$ cat config.mk
export PLATFORM = sky130hd
export DESIGN_NAME = ps2_keyboard_event_receiver_unit
export DESIGN_NICKNAME = d
export VERILOG_FILES = /design/src/design/ps2kbd_pkg.sv /design/src/design/ps2kbd_frame.sv /design/src/design/ps2kbd_prefix.sv /design/src/design/ps2kbd_out_buf.sv /design/src/design/ps2_keyboard_event_receiver_unit.sv
export SDC_FILE = /design/constraint.sdc
export NUM_CORES = 1
export LEC_CHECK = 0
export BUFFER_PORTS_ARGS = -buffer_cell sky130_fd_sc_hd__buf_4
export CORE_AREA = 4 4 101 103
export CTS_BUF_LIST = sky130_fd_sc_hd__clkbuf_4 sky130_fd_sc_hd__clkbuf_8 sky130_fd_sc_hd__clkbuf_16
export CTS_CLUSTER_SIZE = 12
export DETAILED_ROUTE_END_ITERATION = 6
export DIE_AREA = 0 0 105 107
export PLACE_DENSITY = 0.69
export SLEW_MARGIN = 20
export SYNTH_ARGS = -nofsm -noshare
export SYNTH_HDL_FRONTEND = slang
export SYNTH_SLANG_ARGS = --single-unit
$ cat constraint.sdc
create_clock -name i_clk -period 3.7 [get_ports i_clk]
set_input_delay 0.185 -clock i_clk [delete_from_list [all_inputs] [get_ports i_clk]]
set_output_delay 0.185 -clock i_clk [all_outputs]
set_load 0.01 [all_outputs]
$ cat src/design/ps2kbd_pkg.sv
// shared types and constants for the ps2 keyboard event receiver
`default_nettype none

package ps2kbd_pkg;

    localparam int unsigned TimeoutW = 16;
    localparam logic [TimeoutW-1:0] TimeoutReset = 16'd200;

    localparam logic [1:0] KIND_NOKEY   = 2'd0;
    localparam logic [1:0] KIND_PRESS   = 2'd1;
    localparam logic [1:0] KIND_RELEASE = 2'd2;

    localparam logic [7:0] CODE_EXTENDED = 8'hE0;
    localparam logic [7:0] CODE_RELEASE  = 8'hF0;

    // what the frame receiver hands to the prefix tracker for one sample
    typedef struct packed {
        logic       byte_done;
        logic [7:0] byte_val;
        logic       idle_timeout;
    } t_frame_evt;

    typedef struct packed {
        logic [1:0] kind;
        logic [7:0] code;
    } t_event;

endpackage

`default_nettype wire

$ cat src/design/ps2kbd_frame.sv
// frame receiver: edge detect, start/data/parity/stop bits, idle timer
`default_nettype none

module ps2kbd_frame (
    input  wire                                i_clk,
    input  wire                                i_rst_n,
    input  wire                                i_valid,
    input  wire                                i_clock_level,
    input  wire                                i_data_level,
    input  wire  [ps2kbd_pkg::TimeoutW-1:0]    i_timeout_ticks,
    output ps2kbd_pkg::t_frame_evt             o_evt
);

    localparam logic [3:0] PH_START  = 4'd0;
    localparam logic [3:0] PH_DATA1  = 4'd1;
    localparam logic [3:0] PH_DATA8  = 4'd8;
    localparam logic [3:0] PH_PARITY = 4'd9;
    localparam logic [3:0] PH_STOP   = 4'd10;

    localparam logic [ps2kbd_pkg::TimeoutW-1:0] IdleMax = '1;

    logic                              r_prev_clk, n_prev_clk;
    logic [3:0]                        r_phase, n_phase;
    logic [7:0]                        r_byte, n_byte;
    logic                              r_parity, n_parity;
    logic [ps2kbd_pkg::TimeoutW-1:0]   r_idle, n_idle;

    logic                              fall;
    logic [ps2kbd_pkg::TimeoutW-1:0]   idle_inc;
    logic [2:0]                        bit_idx;

    assign fall     = r_prev_clk & ~i_clock_level;
    assign idle_inc = r_idle + 1'b1;
    assign bit_idx  = r_phase[2:0] - 3'd1;

    always_comb begin
        n_prev_clk = r_prev_clk;
        n_phase    = r_phase;
        n_byte     = r_byte;
        n_parity   = r_parity;
        n_idle     = r_idle;
        o_evt      = '0;
        o_evt.byte_val = r_byte;
        if (i_valid) begin
            n_prev_clk = i_clock_level;
            if (fall) begin
                n_idle = '0;
                if (r_phase == PH_START) begin
                    if (!i_data_level) begin
                        n_phase  = PH_DATA1;
                        n_byte   = '0;
                        n_parity = 1'b0;
                    end
                end else if (r_phase <= PH_DATA8) begin
                    n_byte[bit_idx] = r_byte[bit_idx] | i_data_level;
                    n_parity        = r_parity ^ i_data_level;
                    n_phase         = r_phase + 4'd1;
                end else if (r_phase == PH_PARITY) begin
                    // odd parity over data and parity bit
                    n_phase = (r_parity ^ i_data_level) ? PH_STOP : PH_START;
                end else if (r_phase == PH_STOP) begin
                    n_phase         = PH_START;
                    o_evt.byte_done = i_data_level;
                end else begin
                    n_phase = PH_START;
                end
            end else if (i_clock_level && r_idle != IdleMax) begin
                n_idle = idle_inc;
                if (idle_inc == i_timeout_ticks) begin
                    if (r_phase != PH_START) begin
                        // timeout inside a frame aborts it
                        n_phase  = PH_START;
                        n_byte   = '0;
                        n_parity = 1'b0;
                    end else begin
                        o_evt.idle_timeout = 1'b1;
                    end
                end
            end
        end
    end

    always_ff @(posedge i_clk) begin
        if (!i_rst_n) begin
            r_prev_clk <= 1'b1;
            r_phase    <= PH_START;
            r_byte     <= '0;
            r_parity   <= 1'b0;
            r_idle     <= '0;
        end else begin
            r_prev_clk <= n_prev_clk;
            r_phase    <= n_phase;
            r_byte     <= n_byte;
            r_parity   <= n_parity;
            r_idle     <= n_idle;
        end
    end

endmodule

`default_nettype wire

$ cat src/design/ps2kbd_prefix.sv
// prefix tracker: turns e0/f0 prefixes and bytes into press/release events
`default_nettype none

module ps2kbd_prefix (
    input  wire                       i_clk,
    input  wire                       i_rst_n,
    input  wire ps2kbd_pkg::t_frame_evt i_evt,
    output logic                      o_valid,
    output ps2kbd_pkg::t_event        o_event
);

    localparam logic [1:0] PFX_NONE     = 2'd0;
    localparam logic [1:0] PFX_EXTENDED = 2'd1;
    localparam logic [1:0] PFX_RELEASE  = 2'd2;

    logic [1:0] r_state, n_state;

    always_comb begin
        n_state      = r_state;
        o_valid      = 1'b0;
        o_event.kind = ps2kbd_pkg::KIND_PRESS;
        o_event.code = i_evt.byte_val;
        if (i_evt.byte_done) begin
            priority if (r_state == PFX_RELEASE) begin
                n_state      = PFX_NONE;
                o_valid      = 1'b1;
                o_event.kind = ps2kbd_pkg::KIND_RELEASE;
            end else if (i_evt.byte_val == ps2kbd_pkg::CODE_RELEASE) begin
                n_state = PFX_RELEASE;
            end else if (r_state != PFX_EXTENDED
                         && i_evt.byte_val == ps2kbd_pkg::CODE_EXTENDED) begin
                n_state = PFX_EXTENDED;
            end else begin
                n_state = PFX_NONE;
                o_valid = 1'b1;
            end
        end else if (i_evt.idle_timeout) begin
            // a pending prefix swallows the timeout; unused code acts as none
            if (r_state != PFX_EXTENDED && r_state != PFX_RELEASE) begin
                n_state      = PFX_NONE;
                o_valid      = 1'b1;
                o_event.kind = ps2kbd_pkg::KIND_NOKEY;
                o_event.code = '0;
            end
        end
    end

    always_ff @(posedge i_clk) begin
        if (!i_rst_n) begin
            r_state <= PFX_NONE;
        end else begin
            r_state <= n_state;
        end
    end

endmodule

`default_nettype wire

$ cat src/design/ps2kbd_out_buf.sv
// result register with skid entry
`default_nettype none

module ps2kbd_out_buf (
    input  wire                       i_clk,
    input  wire                       i_rst_n,
    input  wire                       i_push,
    input  wire ps2kbd_pkg::t_event   i_data,
    input  wire                       i_pending,
    output logic                      o_can_accept,
    output logic                      o_valid,
    input  wire                       i_ready,
    output ps2kbd_pkg::t_event        o_data
);

    logic                   r_out_valid, r_skid_valid;
    ps2kbd_pkg::t_event     r_out, r_skid;
    logic                   pop;
    logic [1:0]             level;

    assign pop     = r_out_valid & i_ready;
    assign o_valid = r_out_valid;
    assign o_data  = r_out;

    // room left after this edge for the sample in flight and one more
    assign level        = {1'b0, r_out_valid} + {1'b0, r_skid_valid} + {1'b0, i_pending}
                          - {1'b0, pop};
    assign o_can_accept = (level <= 2'd1);

    always_ff @(posedge i_clk) begin
        if (!r_out_valid || pop) begin
            r_out <= r_skid_valid ? r_skid : i_data;
            if (r_skid_valid) begin
                r_skid <= i_data;
            end
        end else if (i_push) begin
            r_skid <= i_data;
        end
    end

    always_ff @(posedge i_clk) begin
        if (!i_rst_n) begin
            r_out_valid  <= 1'b0;
            r_skid_valid <= 1'b0;
        end else if (!r_out_valid || pop) begin
            r_out_valid  <= r_skid_valid | i_push;
            r_skid_valid <= r_skid_valid & i_push;
        end else if (i_push) begin
            r_skid_valid <= 1'b1;
        end
    end

endmodule

`default_nettype wire

$ cat src/design/ps2_keyboard_event_receiver_unit.sv
// top level of the ps2 keyboard event receiver
//
// channel  | direction | handshake              | payload
// ---------+-----------+------------------------+----------------------------
// in       | input     | i_in_valid/o_in_ready  | i_clock_level, i_data_level
// out      | output    | o_out_valid/i_out_ready| o_event_kind, o_key_code
// cfg      | input     | i_cfg_valid/o_cfg_ready| i_timeout_ticks
//
// one line sample per cycle while input ready is high: a sample transfer loads
// the input register, the frame receiver and prefix tracker work on it in the
// next cycle and load the result register at its end.
// synchronous active-low reset returns to idle line state, timeout 200.
// a stalled output fills the skid entry; input ready drops when the entries
// held after this edge plus the sample in flight would fill both entries.
`default_nettype none

module ps2_keyboard_event_receiver_unit (
    input  wire                                i_clk,
    input  wire                                i_rst_n,
    input  wire                                i_in_valid,
    output logic                               o_in_ready,
    input  wire                                i_clock_level,
    input  wire                                i_data_level,
    output logic                               o_out_valid,
    input  wire                                i_out_ready,
    output logic [1:0]                         o_event_kind,
    output logic [7:0]                         o_key_code,
    input  wire                                i_cfg_valid,
    output logic                               o_cfg_ready,
    input  wire  [ps2kbd_pkg::TimeoutW-1:0]    i_timeout_ticks
);

    logic                              r_in_valid;
    logic                              r_in_clk, r_in_dat;
    logic [ps2kbd_pkg::TimeoutW-1:0]   r_timeout;
    logic                              in_xfer;
    logic                              can_accept;
    logic                              evt_valid;
    ps2kbd_pkg::t_frame_evt            frame_evt;
    ps2kbd_pkg::t_event                evt, out_evt;

    assign o_cfg_ready = 1'b1;
    assign o_in_ready  = can_accept;
    assign in_xfer     = i_in_valid & can_accept;

    always_ff @(posedge i_clk) begin
        if (!i_rst_n) begin
            r_timeout <= ps2kbd_pkg::TimeoutReset;
        end else if (i_cfg_valid) begin
            r_timeout <= i_timeout_ticks;
        end
    end

    always_ff @(posedge i_clk) begin
        if (!i_rst_n) begin
            r_in_valid <= 1'b0;
        end else begin
            r_in_valid <= in_xfer;
        end
    end

    always_ff @(posedge i_clk) begin
        if (in_xfer) begin
            r_in_clk <= i_clock_level;
            r_in_dat <= i_data_level;
        end
    end

    ps2kbd_frame u_frame (
        .i_clk           (i_clk),
        .i_rst_n         (i_rst_n),
        .i_valid         (r_in_valid),
        .i_clock_level   (r_in_clk),
        .i_data_level    (r_in_dat),
        .i_timeout_ticks (r_timeout),
        .o_evt           (frame_evt)
    );

    ps2kbd_prefix u_prefix (
        .i_clk   (i_clk),
        .i_rst_n (i_rst_n),
        .i_evt   (frame_evt),
        .o_valid (evt_valid),
        .o_event (evt)
    );

    ps2kbd_out_buf u_out_buf (
        .i_clk        (i_clk),
        .i_rst_n      (i_rst_n),
        .i_push       (evt_valid),
        .i_data       (evt),
        .i_pending    (r_in_valid),
        .o_can_accept (can_accept),
        .o_valid      (o_out_valid),
        .i_ready      (i_out_ready),
        .o_data       (out_evt)
    );

    assign o_event_kind = out_evt.kind;
    assign o_key_code   = out_evt.code;

endmodule

`default_nettype wire

Word level (Yosys, flattened, before mapping)

Index checks and enable logic that the tools add are counted.

Register bits after elaboration: 73
Output and inout bits: 13
Logic and storage cells: 129

Add/subtract/negate cells: 6
Magnitude comparators: 4
Equality and inequality tests: 12
Multiplexer cells: 64
Bitwise operators: 8
Reductions and logical operators: 19

Operator list:

| cell                                                                 | number |
|---|---|
| 8-bit 2-to-1 mux                                                     | 8 |
| 10-bit 2-to-1 mux                                                    | 5 |
| 4-bit 2-to-1 mux                                                     | 9 |
| 16-bit 2-to-1 mux                                                    | 2 |
| 1-bit 2-to-1 mux                                                     | 29 |
| 16-bit by 1-bit adder with 16-bit output, second input constant      | 1 |
| 16-bit equality test                                                 | 1 |
| 8-bit equality test, second input constant                           | 2 |
| 16-bit != test, second input constant                                | 1 |
| 2-bit 2-to-1 mux                                                     | 7 |
| 2-bit nonzero test                                                   | 6 |
| 9-bit 2-to-1 mux                                                     | 1 |
| 8-bit bitwise mux                                                    | 1 |
| 4-bit equality test, second input constant                           | 2 |
| 3-bit != test, second input constant                                 | 2 |
| 2-bit AND reduction                                                  | 3 |
| 6-bit AND reduction                                                  | 1 |
| 5-bit AND reduction                                                  | 1 |
| 4-bit by 1-bit adder with 4-bit output, second input constant        | 1 |
| 1-bit AND                                                            | 4 |
| 4-bit <= comparator, second input constant                           | 1 |
| 1-bit logical AND                                                    | 4 |
| 4-bit logical NOT                                                    | 1 |
| 3-bit by 4-bit < comparator with 1-bit output, second input constant | 1 |
| other kinds (17)                                                     | 19 |

Depth between registers and ports, before layout

Depth in word-level cells: 10
Mapped depth: 13
Mapped depth without buffers: 10

Cells and area by module

A second synthesis with hierarchy kept.

Cell total of the unflattened synthesis: 458
Area, all modules: 4211.5 sq um

Modules (own cells, without submodules):

| module                           | instances | cells an instance | area an instance (sq um) | sequential area each (sq um) |
|---|---|---|---|---|
| ps2kbd_frame                     | 1         | 322               | 2376.0                   | 600.6 |
| ps2kbd_out_buf                   | 1         | 48                | 894.6                    | 640.6 |
| ps2_keyboard_event_receiver_unit | 1         | 58                | 711.9                    | 400.4 |
| ps2kbd_prefix                    | 1         | 30                | 229.0                    | 40.0 |

Worst setup path after synthesis

No wires, ideal clock.

Path type: reg2reg
From: register u_frame.r_idle[0] (netlist name)
To: register u_out_buf.r_skid[0] (netlist name), enable pin
Arrival: 2780 ps
Required time: 3320 ps
Slack: 540 ps
Stages on the path, launching flop included: 10
Path buffers: 1
Path through: dfxtp_1 > ha_1 > buf_2 > nand2_1 > or3_1 > a211oi_1 > o2111ai_1 > nor4_4 > a31oi_1 > a21oi_1

Cells in the longest elaborated chain, start to end: 10

Ends and longest elaborated chain:

| what                                     | line                 | RTL |
|---|---|---|
| start, declared                          | ps2kbd_frame.sv:26   | `logic [ps2kbd_pkg::TimeoutW-1:0] r_idle, n_idle;` |
| start signal, assigned                   | ps2kbd_frame.sv:95   | `r_idle <= n_idle;` |
| 16-bit by 1-bit adder with 16-bit output | ps2kbd_frame.sv:33   | `assign idle_inc = r_idle + 1'b1;` |
| 16-bit equality test                     | ps2kbd_frame.sv:69   | `if (idle_inc == i_timeout_ticks) begin` |
| 1-bit 2-to-1 mux                         | ps2kbd_frame.sv:69   |  |
| 1-bit 2-to-1 mux (*)                     | ps2kbd_frame.sv:67   | `end else if (i_clock_level && r_idle != IdleMax) begin` |
| 1-bit 2-to-1 mux (*)                     | ps2kbd_frame.sv:46   | `if (fall) begin` |
| 1-bit 2-to-1 mux (*)                     | ps2kbd_frame.sv:44   | `if (i_valid) begin` |
| 1-bit 2-to-1 mux (*)                     | ps2kbd_prefix.sv:37  | `end else if (i_evt.idle_timeout) begin` |
| 1-bit 2-to-1 mux (*)                     | ps2kbd_prefix.sv:23  | `if (i_evt.byte_done) begin` |
| 2-bit nonzero test (no line) (*)         | --                   |  |
| 2-bit AND reduction (no line) (*)        | --                   |  |
| end signal, assigned                     | ps2kbd_out_buf.sv:34 | `r_skid <= i_data;` |
| end signal, assigned                     | ps2kbd_out_buf.sv:37 | `r_skid <= i_data;` |
| end, declared                            | ps2kbd_out_buf.sv:17 | `ps2kbd_pkg::t_event r_out, r_skid;` |

Every way passes the cells marked *; elsewhere a longest branch is shown, timed or not.
A chain may end at the register's enable or synchronous reset.

==> impl_metrics.csv <==
group,metric,value,unit
clock_tree,clock_latency,350,ps
sta,fin_crit,3330,ps
worst_setup_path,start_kind,"flip-flop",
power_and_ir_drop,total_power,1520,uW
placement,dp.cells,584,
placement,place_area,4410,um^2
floorplanning,ioPinCount,36,
detailed_routing,drtAntennaViolNets,0,
clock_tree,ctsHoldBuffers,0,
sta,tns,0,ps
synthesis,yosys_warnings,0,
clock_tree,cts_made_buffers,9,
flow_run,maxCapViolCount,0,
finish,fin_cells,600,
grt,antenna_found_initial,0,
finish,layout_commonest_cell,"dfxtp_1",
clock_tree,cts.sinks,73,
floorplanning,fp-row-count,35,
finish,num_antenna_cells,0,
synthesis,synth_edf_count,22,
synthesis,synth_top_area_frac,0.251,
worst_setup_path,arrival,3430,ps
clock_tree,clkTransAtPathRegs,70,ps
synthesis,ys_types,56,
sta,tightest_slew,964,ps
finish,drive_gt1_frac,0.155,
worst_setup_path,endpoint_kind,"flip-flop",
sta,relSlewSlack,0.352,
floorplanning,coreArea,9200,um^2
finish,mostFrequentLayoutCells,"dfxtp_1 (51), nor2_1 (43), buf_4 (43)",
grt,grt_overflow_total,0,
detailed_routing,num_vias,3467,
detailed_routing,wirelength,9240,um
worst_setup_path,critical_path_class,"flip-flop to flip-flop",
clock_tree,ctsLongestPathBuffers,2,
worst_setup_path,rr_worst_depth,9,
placement,place_congestion,0.860,
finish,nets,516,
floorplanning,die_w,105,um
detailed_routing,drtIter0Drc,318,
synthesis,yosysSeqAreaShare,0.413,
power_and_ir_drop,power_density,333,nW/um^2
finish,fin_area,4570,um^2
floorplanning,die_area,11200,um^2
synthesis,synth_area_leader_cell,"dfxtp_1",
sta,setup_violations,0,
power_and_ir_drop,power.leakage,0.00175,uW
clock_tree,cts-resized-gates,0,
min_path,hold_path.class,"input port to flip-flop",
finish,fillers,850,
synthesis,syn_area,4070,um^2
sta,fin_hold_ws,16.7,ps
synthesis,synth-async-reset-ratio,0,
clock_tree,cts-htree-levels,3,
synthesis,ys_ff_latch,73,
worst_setup_path,critPathRequiredTime,3800,ps
synthesis,synth_cells,460,
synthesis,ys.flop_type,"dfxtp_1",
placement,io_buffers,34,
synthesis,netlist_top_cells_area,"dfxtp_1 (25%), edfxtp_1 (16%), mux2i_1 (4.9%)",
sta,finalCritPeriodShare,0.901,
detailed_routing,via_per_inst,5.78,
detailed_routing,wl_per_cell,15.4,um
min_path,hold_path_depth,1,
power_and_ir_drop,irDropWorstVdd,0.000141,V
detailed_routing,drc,0,
outcome,outcome,"completed",
floorplanning,start_util,0.442,
synthesis,synth_nets,492,
grt,grt_start_max_net_pins,32,
sta,fmax,0.300,GHz
sta,finalHoldViolCount,0,
grt,grt_usage,0.168,
clock_tree,post-cts-setup-buffer-count,0,
sta,drv_slew,0,
detailed_routing,drt-pass1-iter-count,5,
grt,grt_pass1_wl,15500,um
placement,hpwl,6610,um
finish,syn2layout_area_growth,12.4,%
clock_tree,cts_root_buf,"clkbuf_8",
grt,grt_pass1_vias,3133,
sta,rsz0062_at_grt,"no",
sta,final.setup_skew,6.25,ps
floorplanning,die_h,107,um
synthesis,avgSynthCellArea,8.85,um^2
clock_tree,cts_tree,"done",
worst_setup_path,worstPathMaxFanout,9,
## sequential cells by signal, summed over array words and instances (netlist names)
signal and flops:
u_frame.r_byte 8, r_in_dat 1, u_frame.r_prev_clk 1, u_out_buf.r_skid 10, r_in_valid 1, u_out_buf.o_data 10
u_prefix.r_state 2, u_out_buf.r_skid_valid 1, u_frame.r_idle 16, r_timeout 16, u_frame.r_phase 4, u_frame.r_parity 1
u_out_buf.o_valid 1, r_in_clk 1
## worst max-delay path, cell delays in order, from the launching register on
cell and delay, ps:
dfxtp_1 420, ha_1 380, nand2_1 220, or3_1 390, a211oi_1 230, o2111ai_1 200
nor4_4 500, nand3_2 220, and2_1 250, mux2_2 270
## final cells by class
| type | instances | area (um^2) | area share |
|---|---|---|---|
| Sequential cell | 73 | 1680 | 0.368 |
| Clock buffer | 11 | 139 | 0.0304 |
| Inverter | 14 | 52.6 | 0.0115 |
| Timing Repair Buffer | 43 | 323 | 0.0706 |
| Clock inverter | 5 | 23.8 | 0.00520 |
| Tap cell | 111 | 139 | 0.0304 |
| Multi-Input combinational cell | 343 | 2210 | 0.484 |
## cells by family after synthesis
group,count (synthesis),share of synthesized area
compound gates,104,0.161
simple gates,172,0.220
fa+ha+maj,10,0.0301
other cells,1,0.000922
buf+inv,44,0.0427
mux,30,0.0769
flops,73,0.413
xor+xnor,26,0.0560
## final timing paths
path	start	to	slack (ps)
setup / recovery	u_frame.r_idle[0]	u_out_buf.o_data[8]	370
hold / removal	i_clock_level	r_in_clk	20
setup reg to reg	u_frame.r_idle[0]	u_out_buf.o_data[8]	370
hold reg to reg	u_frame.r_prev_clk	u_frame.r_prev_clk	470
## report_power, final
group          leakage, uW  total [uW]  internal (uW)  switching [uW]
clock            0.0000827         543            251             293
combinational      0.00102         133           56.8            76.1
sequential        0.000639         848            833            14.7
total              0.00175        1520           1140             383
## stage by stage
stage | setup slack (ps) | utilization
2_1_floorplan | 540 | -
3_3_place_gp | 499 | 0.479
3_5_place_dp | 389 | 0.479
4_1_cts | 387 | 0.497
5_1_grt | 78.8 | 0.497
6_report | 367 | 0.497
## cell usage after synthesis, types with 2 or more instances
library cell / instances
a211oi_1: 3
a21oi_1: 34
a311oi_1: 2
a31oi_1: 14
and2_1: 12
and3_1: 8
buf_2: 4
clkbuf_1: 24
dfxtp_1: 51
edfxtp_1: 22
ha_1: 9
inv_1: 14
mux2_2: 10
mux2i_1: 20
nand2_1: 36
nand2b_1: 6
nand3_1: 20
nand3_2: 2
nand3b_1: 5
nand4_1: 2
nor2_1: 43
nor2b_1: 4
nor3_1: 14
nor4_1: 6
nor4_4: 2
o21a_1: 2
o21ai_0: 17
o21ai_1: 5
o31ai_1: 11
o41ai_1: 3
or3_1: 4
or4_1: 3
xnor2_1: 15
xor2_1: 11
## layer usage
metal  track usage  vias to the layer above  part of all wire
li1              -                     1702                 -
met1         0.239                     1632              0.48
met2         0.255                      120              0.44
met3        0.0379                       13             0.064
met4        0.0506                        0             0.015
met5             0                        -                 0
Power figures use the tool's default switching activity.
